## src/rtl/klock_pkg.sv

```systemverilog
// ----------------------------------------------------------------------------
// klock_pkg: shared types and constants for the key sequence code lock
// Register indexes, trigger mode codes, field widths and the structs passed
// between the configuration block, the evaluator and the top level.
// ----------------------------------------------------------------------------
package klock_pkg;

  localparam int KEY_W       = 5;
  localparam int MASK_W      = 32;
  localparam int MODE_W      = 3;
  localparam int LEN_W       = 4;
  localparam int DIGIT_SLOTS = 8;
  localparam int KEYS_W      = DIGIT_SLOTS * KEY_W;
  localparam int CFG_DATA_W  = KEYS_W;
  localparam int CFG_IDX_W   = 2;

  // Register indexes on the write port.
  localparam logic [CFG_IDX_W-1:0] REG_TRIGGER_MODE    = 2'd0;
  localparam logic [CFG_IDX_W-1:0] REG_SEQUENCE_LENGTH = 2'd1;
  localparam logic [CFG_IDX_W-1:0] REG_SEQUENCE_KEYS   = 2'd2;

  // Trigger mode codes.
  localparam logic [MODE_W-1:0] MODE_RESET_ON_ERROR = 3'd1;
  localparam logic [MODE_W-1:0] MODE_SIMULTANEOUS   = 3'd2;
  localparam logic [MODE_W-1:0] MODE_ORDERED_TOL    = 3'd3;
  localparam logic [MODE_W-1:0] MODE_ORDERED_CLEAR  = 3'd4;

  localparam logic [MODE_W-1:0] MODE_RESET_VALUE = MODE_RESET_ON_ERROR;
  localparam logic [LEN_W-1:0]  LEN_RESET_VALUE  = 4'd1;

  typedef struct packed {
    logic [MODE_W-1:0] trigger_mode;
    logic [LEN_W-1:0]  sequence_length;
    logic [KEYS_W-1:0] sequence_keys;
  } cfg_t;

  typedef struct packed {
    logic             matched;
    logic [KEY_W-1:0] announce_key;
    logic             announce_alternate;
    logic             beep;
  } result_t;

endpackage

```

## src/rtl/klock_cfg.sv

```systemverilog
// ----------------------------------------------------------------------------
// klock_cfg: configuration registers
// Holds trigger mode, sequence length and sequence keys; flags a write that
// must restart the progress count.
// ----------------------------------------------------------------------------
module klock_cfg import klock_pkg::*; (
  input  logic                  clk,
  input  logic                  rst,
  input  logic                  wr_en,
  input  logic [CFG_IDX_W-1:0]  wr_index,
  input  logic [CFG_DATA_W-1:0] wr_data,
  output cfg_t                  cfg,
  output logic                  progress_clear
);

  always_ff @(posedge clk) begin
    if (rst) begin
      cfg.trigger_mode    <= MODE_RESET_VALUE;
      cfg.sequence_length <= LEN_RESET_VALUE;
      cfg.sequence_keys   <= '0;
    end else if (wr_en) begin
      unique case (wr_index)
        REG_TRIGGER_MODE:    cfg.trigger_mode    <= wr_data[MODE_W-1:0];
        REG_SEQUENCE_LENGTH: cfg.sequence_length <= wr_data[LEN_W-1:0];
        REG_SEQUENCE_KEYS:   cfg.sequence_keys   <= wr_data[KEYS_W-1:0];
        default: ;
      endcase
    end
  end

  // Changing the sequence itself restarts entry.
  assign progress_clear = wr_en && ((wr_index == REG_SEQUENCE_LENGTH) ||
                                    (wr_index == REG_SEQUENCE_KEYS));

endmodule

```

## src/rtl/klock_eval.sv

```systemverilog
// ----------------------------------------------------------------------------
// klock_eval: per-event decision logic
// Compares the pressed key against all sequence digits in parallel and
// produces the result and the next progress count.
// ----------------------------------------------------------------------------
module klock_eval import klock_pkg::*; #(
  parameter int MAX_KEYS = 8
) (
  input  cfg_t                  cfg,
  input  logic [KEY_W-1:0]      key,
  input  logic [MASK_W-1:0]     mask,
  input  logic [$clog2(MAX_KEYS > 1 ? MAX_KEYS : 2)-1:0] progress,
  output logic [$clog2(MAX_KEYS > 1 ? MAX_KEYS : 2)-1:0] progress_next,
  output result_t               result
);

  localparam int PC_W   = $clog2(MAX_KEYS > 1 ? MAX_KEYS : 2);
  localparam int LANES  = 2 ** PC_W;
  localparam int CMP_W  = PC_W + LEN_W + 1;

  logic [KEY_W-1:0] digit [LANES];
  logic [CMP_W-1:0] n_eff;
  logic [LANES-1:0] lane_hit;
  logic [LANES-1:0] lane_set;
  logic             in_seq;
  logic             all_clear;
  logic [PC_W-1:0]  pc;
  logic [CMP_W-1:0] pc_inc;
  logic             hit_cur;
  logic             hit_prev;
  logic             ordered;

  // Effective length: zero counts as one, anything above MAX_KEYS is clamped.
  always_comb begin
    if (cfg.sequence_length == '0) begin
      n_eff = CMP_W'(1);
    end else if (CMP_W'(cfg.sequence_length) > CMP_W'(MAX_KEYS)) begin
      n_eff = CMP_W'(MAX_KEYS);
    end else begin
      n_eff = CMP_W'(cfg.sequence_length);
    end
  end

  // One lane per digit; lanes beyond the stored digits read as zero.
  for (genvar i = 0; i < LANES; i++) begin : g_lane
    if (i < DIGIT_SLOTS && i < MAX_KEYS) begin : g_held
      assign digit[i] = cfg.sequence_keys[i*KEY_W +: KEY_W];
    end else begin : g_empty
      assign digit[i] = '0;
    end
    assign lane_hit[i] = (CMP_W'(i) < n_eff) && (digit[i] == key);
    assign lane_set[i] = (CMP_W'(i) < n_eff) && (digit[i] != '0) &&
                         mask[digit[i] - KEY_W'(1)];
  end

  assign in_seq    = (key != '0) && (|lane_hit);
  assign all_clear = ~(|lane_set);

  assign pc       = (CMP_W'(progress) >= n_eff) ? '0 : progress;
  assign pc_inc   = CMP_W'(pc) + CMP_W'(1);
  assign hit_cur  = (digit[pc] == key);
  assign hit_prev = (pc != '0) && (digit[pc - PC_W'(1)] == key);
  assign ordered  = (cfg.trigger_mode == MODE_RESET_ON_ERROR) ||
                    (cfg.trigger_mode == MODE_ORDERED_TOL) ||
                    (cfg.trigger_mode == MODE_ORDERED_CLEAR);

  always_comb begin
    result        = '0;
    progress_next = pc;
    if (cfg.trigger_mode == MODE_SIMULTANEOUS) begin
      progress_next = progress;
      if (all_clear) begin
        result.matched = 1'b1;
      end else if (in_seq) begin
        result.announce_key       = key;
        result.announce_alternate = 1'b1;
      end
    end else if (ordered && in_seq) begin
      result.announce_key = key;
      result.beep         = (cfg.trigger_mode != MODE_ORDERED_CLEAR);
      if (hit_cur) begin
        if (pc_inc >= n_eff) begin
          progress_next = '0;
          if ((cfg.trigger_mode != MODE_ORDERED_CLEAR) || all_clear) begin
            result = '0;
            result.matched = 1'b1;
          end
        end else begin
          progress_next = pc_inc[PC_W-1:0];
        end
      end else if (cfg.trigger_mode == MODE_RESET_ON_ERROR) begin
        progress_next = '0;
      end else if ((pc != '0) && !hit_prev) begin
        progress_next = '0;
      end
    end else begin
      progress_next = progress;
    end
  end

endmodule

```

## src/rtl/key_sequence_code_lock_top.sv

```systemverilog
// ----------------------------------------------------------------------------
// key_sequence_code_lock_top: key sequence code lock
// Tracks entry of a configured key sequence and reports matches, key sounds
// and buzzer requests, one result per input event.
// ----------------------------------------------------------------------------
//
//  Channel   Direction  Handshake             Payload
//  input     in         in_valid / in_stall   key_down, port_state
//  result    out        out_valid / out_stall matched, announce_key,
//                                             announce_alternate, beep
//  config    in         wr_en                 wr_index, wr_data
//
// One event is taken per cycle while in_stall is low. An input transfer loads
// the input register; when the result register advances, the single evaluation
// step writes it from the input register, and the result is offered from
// there.
// rst is synchronous and active high; it clears the valid flags, the progress
// count and loads the configuration reset values.
// When the result side stalls, the input register holds one more event and
// in_stall rises only once both registers are full.
// ----------------------------------------------------------------------------
module key_sequence_code_lock_top import klock_pkg::*; #(
  parameter int MAX_KEYS = 8
) (
  input  logic                  clk,
  input  logic                  rst,
  // Input channel
  input  logic                  in_valid,
  output logic                  in_stall,
  input  logic [KEY_W-1:0]      key_down,
  input  logic [MASK_W-1:0]     port_state,
  // Result channel
  output logic                  out_valid,
  input  logic                  out_stall,
  output logic                  matched,
  output logic [KEY_W-1:0]      announce_key,
  output logic                  announce_alternate,
  output logic                  beep,
  // Configuration write port
  input  logic                  wr_en,
  input  logic [CFG_IDX_W-1:0]  wr_index,
  input  logic [CFG_DATA_W-1:0] wr_data
);

  localparam int PC_W = $clog2(MAX_KEYS > 1 ? MAX_KEYS : 2);

  cfg_t             cfg;
  logic             progress_clear;
  logic [PC_W-1:0]  progress;
  logic [PC_W-1:0]  progress_next;
  result_t          eval_result;

  // Input register.
  logic             s1_valid;
  logic [KEY_W-1:0] s1_key;
  logic [MASK_W-1:0] s1_mask;

  logic advance;
  logic in_take;

  klock_cfg u_cfg (
    .clk            (clk),
    .rst            (rst),
    .wr_en          (wr_en),
    .wr_index       (wr_index),
    .wr_data        (wr_data),
    .cfg            (cfg),
    .progress_clear (progress_clear)
  );

  klock_eval #(
    .MAX_KEYS (MAX_KEYS)
  ) u_eval (
    .cfg           (cfg),
    .key           (s1_key),
    .mask          (s1_mask),
    .progress      (progress),
    .progress_next (progress_next),
    .result        (eval_result)
  );

  // The result register moves whenever it is empty or being taken.
  assign advance  = !out_valid || !out_stall;
  assign in_stall = s1_valid && !advance;
  assign in_take  = in_valid && !in_stall;

  always_ff @(posedge clk) begin
    if (rst) begin
      s1_valid <= 1'b0;
    end else if (in_take) begin
      s1_valid <= 1'b1;
    end else if (advance) begin
      s1_valid <= 1'b0;
    end
  end

  always_ff @(posedge clk) begin
    if (in_take) begin
      s1_key  <= key_down;
      s1_mask <= port_state;
    end
  end

  // The progress count steps as the event moves into the result register.
  always_ff @(posedge clk) begin
    if (rst) begin
      progress <= '0;
    end else if (progress_clear) begin
      progress <= '0;
    end else if (advance && s1_valid) begin
      progress <= progress_next;
    end
  end

  always_ff @(posedge clk) begin
    if (rst) begin
      out_valid <= 1'b0;
    end else if (advance) begin
      out_valid <= s1_valid;
    end
  end

  always_ff @(posedge clk) begin
    if (advance && s1_valid) begin
      matched            <= eval_result.matched;
      announce_key       <= eval_result.announce_key;
      announce_alternate <= eval_result.announce_alternate;
      beep               <= eval_result.beep;
    end
  end

endmodule

```

## config.mk

```make
export PLATFORM = sky130hd
export DESIGN_NAME = key_sequence_code_lock_top
export DESIGN_NICKNAME = d
export VERILOG_FILES = /design/src/rtl/klock_pkg.sv /design/src/rtl/klock_cfg.sv /design/src/rtl/klock_eval.sv /design/src/rtl/key_sequence_code_lock_top.sv
export SDC_FILE = /design/constraint.sdc
export NUM_CORES = 1
export LEC_CHECK = 0
export BUFFER_PORTS_ARGS = -buffer_cell sky130_fd_sc_hd__clkbuf_2
export CORE_ASPECT_RATIO = 0.9
export CORE_UTILIZATION = 30
export CTS_BUF_LIST = sky130_fd_sc_hd__clkbuf_2
export DETAILED_ROUTE_END_ITERATION = 6
export SETUP_SLACK_MARGIN = 0.1
export SYNTH_ARGS = -nofsm -noshare
export SYNTH_HDL_FRONTEND = slang
export SYNTH_HIERARCHICAL = 1
export SYNTH_SLANG_ARGS = --single-unit
```

## constraint.sdc

```tcl
create_clock -name clk -period 6.5 [get_ports clk]
set_clock_uncertainty 0.1 [all_clocks]
set_input_delay 1.3 -clock clk [delete_from_list [all_inputs] [get_ports clk]]
set_output_delay 1.3 -clock clk [all_outputs]
set_load 0.02 [all_outputs]
```

==> summary.md <==
| Metric | Value |
|---|---|
| Post-CTS sizing | 0 |
| Top cells by area, synth | mux4_2 18%, edfxtp_1 16%, dfxtp_1 12%, mux4_1 4.9%, a21bo_1 4.3% |
| Routed wire length | 24000 um |
| CTS Hold Buffers Added | 0 |
| Synthesized area | ~0.0086 sq mm |
| FILL cells | between 2000 and 3000 |
| Die height | 162 um |
| Static Leak | 3.28 nW |
| Distinct cells, synth | 69 |
| Most frequent CP cell | ha_1 |
| Sequential fraction of the synthesis area | 0.279 |
| Setup CP Type | flip-flop to flip-flop |
| Worst setup margin | about 1.2 ns |
| Place WS | 1.31 ns |
| Worst path slowest cell | dfxtp_1 |
| DRC violations left | 0 |
| RSZ-0062 raised after global routing | no |
| Rows | 58 |
| DP HPWL | roughly 18000 um |
| Synth area leader | mux4_2 |
| Setup Viol. Count Final | 0 |
| EDFF count, synth | 45 |
| Max_slew headroom | 0.305 |
| Fin Setup TNS | 0 ns |
| Synth top area share | 0.176 |
| Primary FF master, synth | dfxtp_1 |
| Area growth syn-to-layout | 8.11% |
| Worst setup SP type | flip-flop |
| Outcome | completed |
| Syn Area/Cell | 11.4 sq um |
| Net Count, Synth | about 860 |
| Worst setup EP type | flip-flop |
| Synth top cells by count | 67 x mux4_2, 52 x dfxtp_1, 45 x edfxtp_1 |
| Final ANT Viol Nets | 0 |
| Worst EP arrival | 5.79 ns |
| Slowest Stage Delay on Critical Path | 0.66 ns |
| Worst-case clock buffer depth | 2 |
| Num CTS Buffers | 9 |
| Worst-path maximum fanout | 14 |
| Core Region | 0.0280 sq mm |
| RD Place Congestion | 0.923 |
| CTS clk-pin slew, worst paths | 0.29 ns |
| Clk_lat worst skew | 0.68 ns |
| CTS sink cnt | 97 |
| Ys async rst share | 0 |
| Final hold viol count | 0 |
| Vias | about 6600 |
| Max Cap Viol | 0 |
| Required time worst endpoint | about 7.0 ns |
| Final Power | 1.37 mW |
| CTS Root Cell | clkbuf_2 |
| Buf/Inv on CP | 1 |
| Max Slew Vio Count | 0 |
| Vias/cell | 5.62 |
| HP Class | flip-flop to flip-flop |
| Inst Count DP | between 1000 and 1500 |
| Vias in the first global route | 6130 |
| IO Port Bufs | 93 |
| Die area | about 0.029 sq mm |
| CP top delay family | compound AO/OA/AOI/OAI gates |
| PwrDens | roughly 150 mW/mm^2 |
| Synth Register Bits | between 90 and 100 |
| Boundary pin count | 94 |
| Grt ovf | 0 |
| Layout cells sized above 1 | 0.330 |
| CTS tree | yes |
| Initial DRT Pass Iterations | 5 |
| Period utilisation layout | 0.816 |
| Crit path cell chain | inv_1, nand2_1, ha_1, or2_2, a31oi_2, nand2_1, ha_1, ha_1, mux4_2, mux2i_1, xnor2_1, nor3_1, a31o_2, a31o_2, a22o_1, nor3b_1, mux2_2 |
| Slew @ Worst Pin | roughly 1.0 ns |
| Synth warn | 6 |
| Initial Util | 0.306 |
| Peak VDD IR | 164 uV |
| First-pass GRT wire length | between 30000 and 40000 um |
| Total GRT Usage | 0.166 |
| Final nets | 906 |
| Period minus WS final | 5.31 ns |
| Fmax achieved | 0.188 GHz |
| Synth Instances | approximately 750 |
| Initial drt markers | 646 |
| Top-count cell post-synth | mux4_2 |
| Drt wl/cell | 20.6 um |
| Die width | approximately 180 um |
| Post-CTS Repair Setup Buffers | 0 |
| Initial antenna violation count | 1 |
| Post-Layout Cell Count | roughly 1200 |
| H-tree depth | 3 |
| Largest net degree at the start of global routing | 76 |
-- layer usage --
metal | global-route usage | vias to the layer above | part of all wire
met1 | 0.228 | 3235 | 0.45
met4 | 0.0377 | 0 | 0.013
met2 | 0.262 | 304 | 0.46
li1 | - | 2995 | -
met3 | 0.0435 | 22 | 0.085
met5 | 0 | - | 0
-- worst paths after layout --
path | cells after the start | endpoint | slack [ns] | startpoint
max | 17 | progress[0]$_SDFFE_PP0P_ | 1.19 | u_cfg/cfg[43]$_SDFFE_PP0P_
min | 2 | u_cfg/cfg[45]$_SDFFE_PP0P_ | 0.43 | u_cfg/cfg[45]$_SDFFE_PP0P_
max reg2reg | 17 | progress[0]$_SDFFE_PP0P_ | 1.19 | u_cfg/cfg[43]$_SDFFE_PP0P_
min reg2reg | 2 | u_cfg/cfg[45]$_SDFFE_PP0P_ | 0.43 | u_cfg/cfg[45]$_SDFFE_PP0P_
-- metrics by stage --
step,area [sq um],utilization,hold WS (ns)
2_1_floorplan,8570,-,0.351
3_3_place_gp,9150,0.326,0.384
3_5_place_dp,9150,0.326,0.396
4_1_cts,9260,0.331,0.430
5_1_grt,9260,0.331,0.477
6_report,9260,0.331,0.432
-- sequential cells by signal, summed over array words and instances, names as in the netlist --
| name | count |
|---|---|
| out_valid | 1 |
| s1_key | 5 |
| s1_mask | 32 |
| u_cfg/cfg | 47 |
| s1_valid | 1 |
| progress | 3 |
| announce_alternate | 1 |
| beep | 1 |
| announce_key | 5 |
| matched | 1 |
-- area by class of cell --
type                            count  area (sq um)  area share
Clock inverter                      7          68.8     0.00743
Timing Repair Buffer              100           518      0.0559
Sequential cell                    97          2390       0.258
Clock buffer                        9          45.0     0.00486
Multi-Input combinational cell    561          5660       0.612
Inverter                           32           120      0.0130
Tap cell                          360           450      0.0486
Antenna cell                        1          2.50    0.000270
-- report_power, final --
group	switching (mW)	internal (mW)	total, mW
Sequential	0.0694	0.669	0.738
Combinational	0.159	0.170	0.330
Clock	0.241	0.0635	0.305
Total	0.470	0.903	1.37
-- logic make-up after synthesis --
logic type	Yosys count	share of synthesized area
multiplexers	131	0.283
adder cells (fa/ha/maj)	21	0.0307
AND/OR/NAND/NOR	188	0.130
flip-flops	97	0.279
XOR/XNOR	66	0.0675
buffers and inverters	95	0.0608
AO/OA/AOI/OAI	155	0.149
-- worst min-delay path, stage by stage (launching register included) --
cell	delay, ns
dfxtp_1	0.40
nand2b_1	0.07
mux2i_1	0.06
-- layout by cell type, fill, tap and decap left out, types with 4 or more instances in the layout --
cell and count:
clkbuf_2 101, mux4_2 67, dfxtp_1 52, edfxtp_1 45
a21bo_1 37, mux2i_1 37, xor2_1 37, inv_1 32
a21oi_2 32, xnor2_1 29, nor2_1 28, nand3_1 27
nand2_1 26, a21oi_1 24, nand3_2 20, ha_1 20
nor3_1 17, nand2b_1 16, mux4_1 16, nor3b_1 13
mux2_2 11, o21ai_0 11, buf_4 7, nor4_1 7
a221oi_1 7, nor2b_1 6, and3_1 6, o22ai_1 5
and2_1 4, nand4_1 4, a31oi_1 4, o32ai_1 4
(Power assumes the default switching activity.)
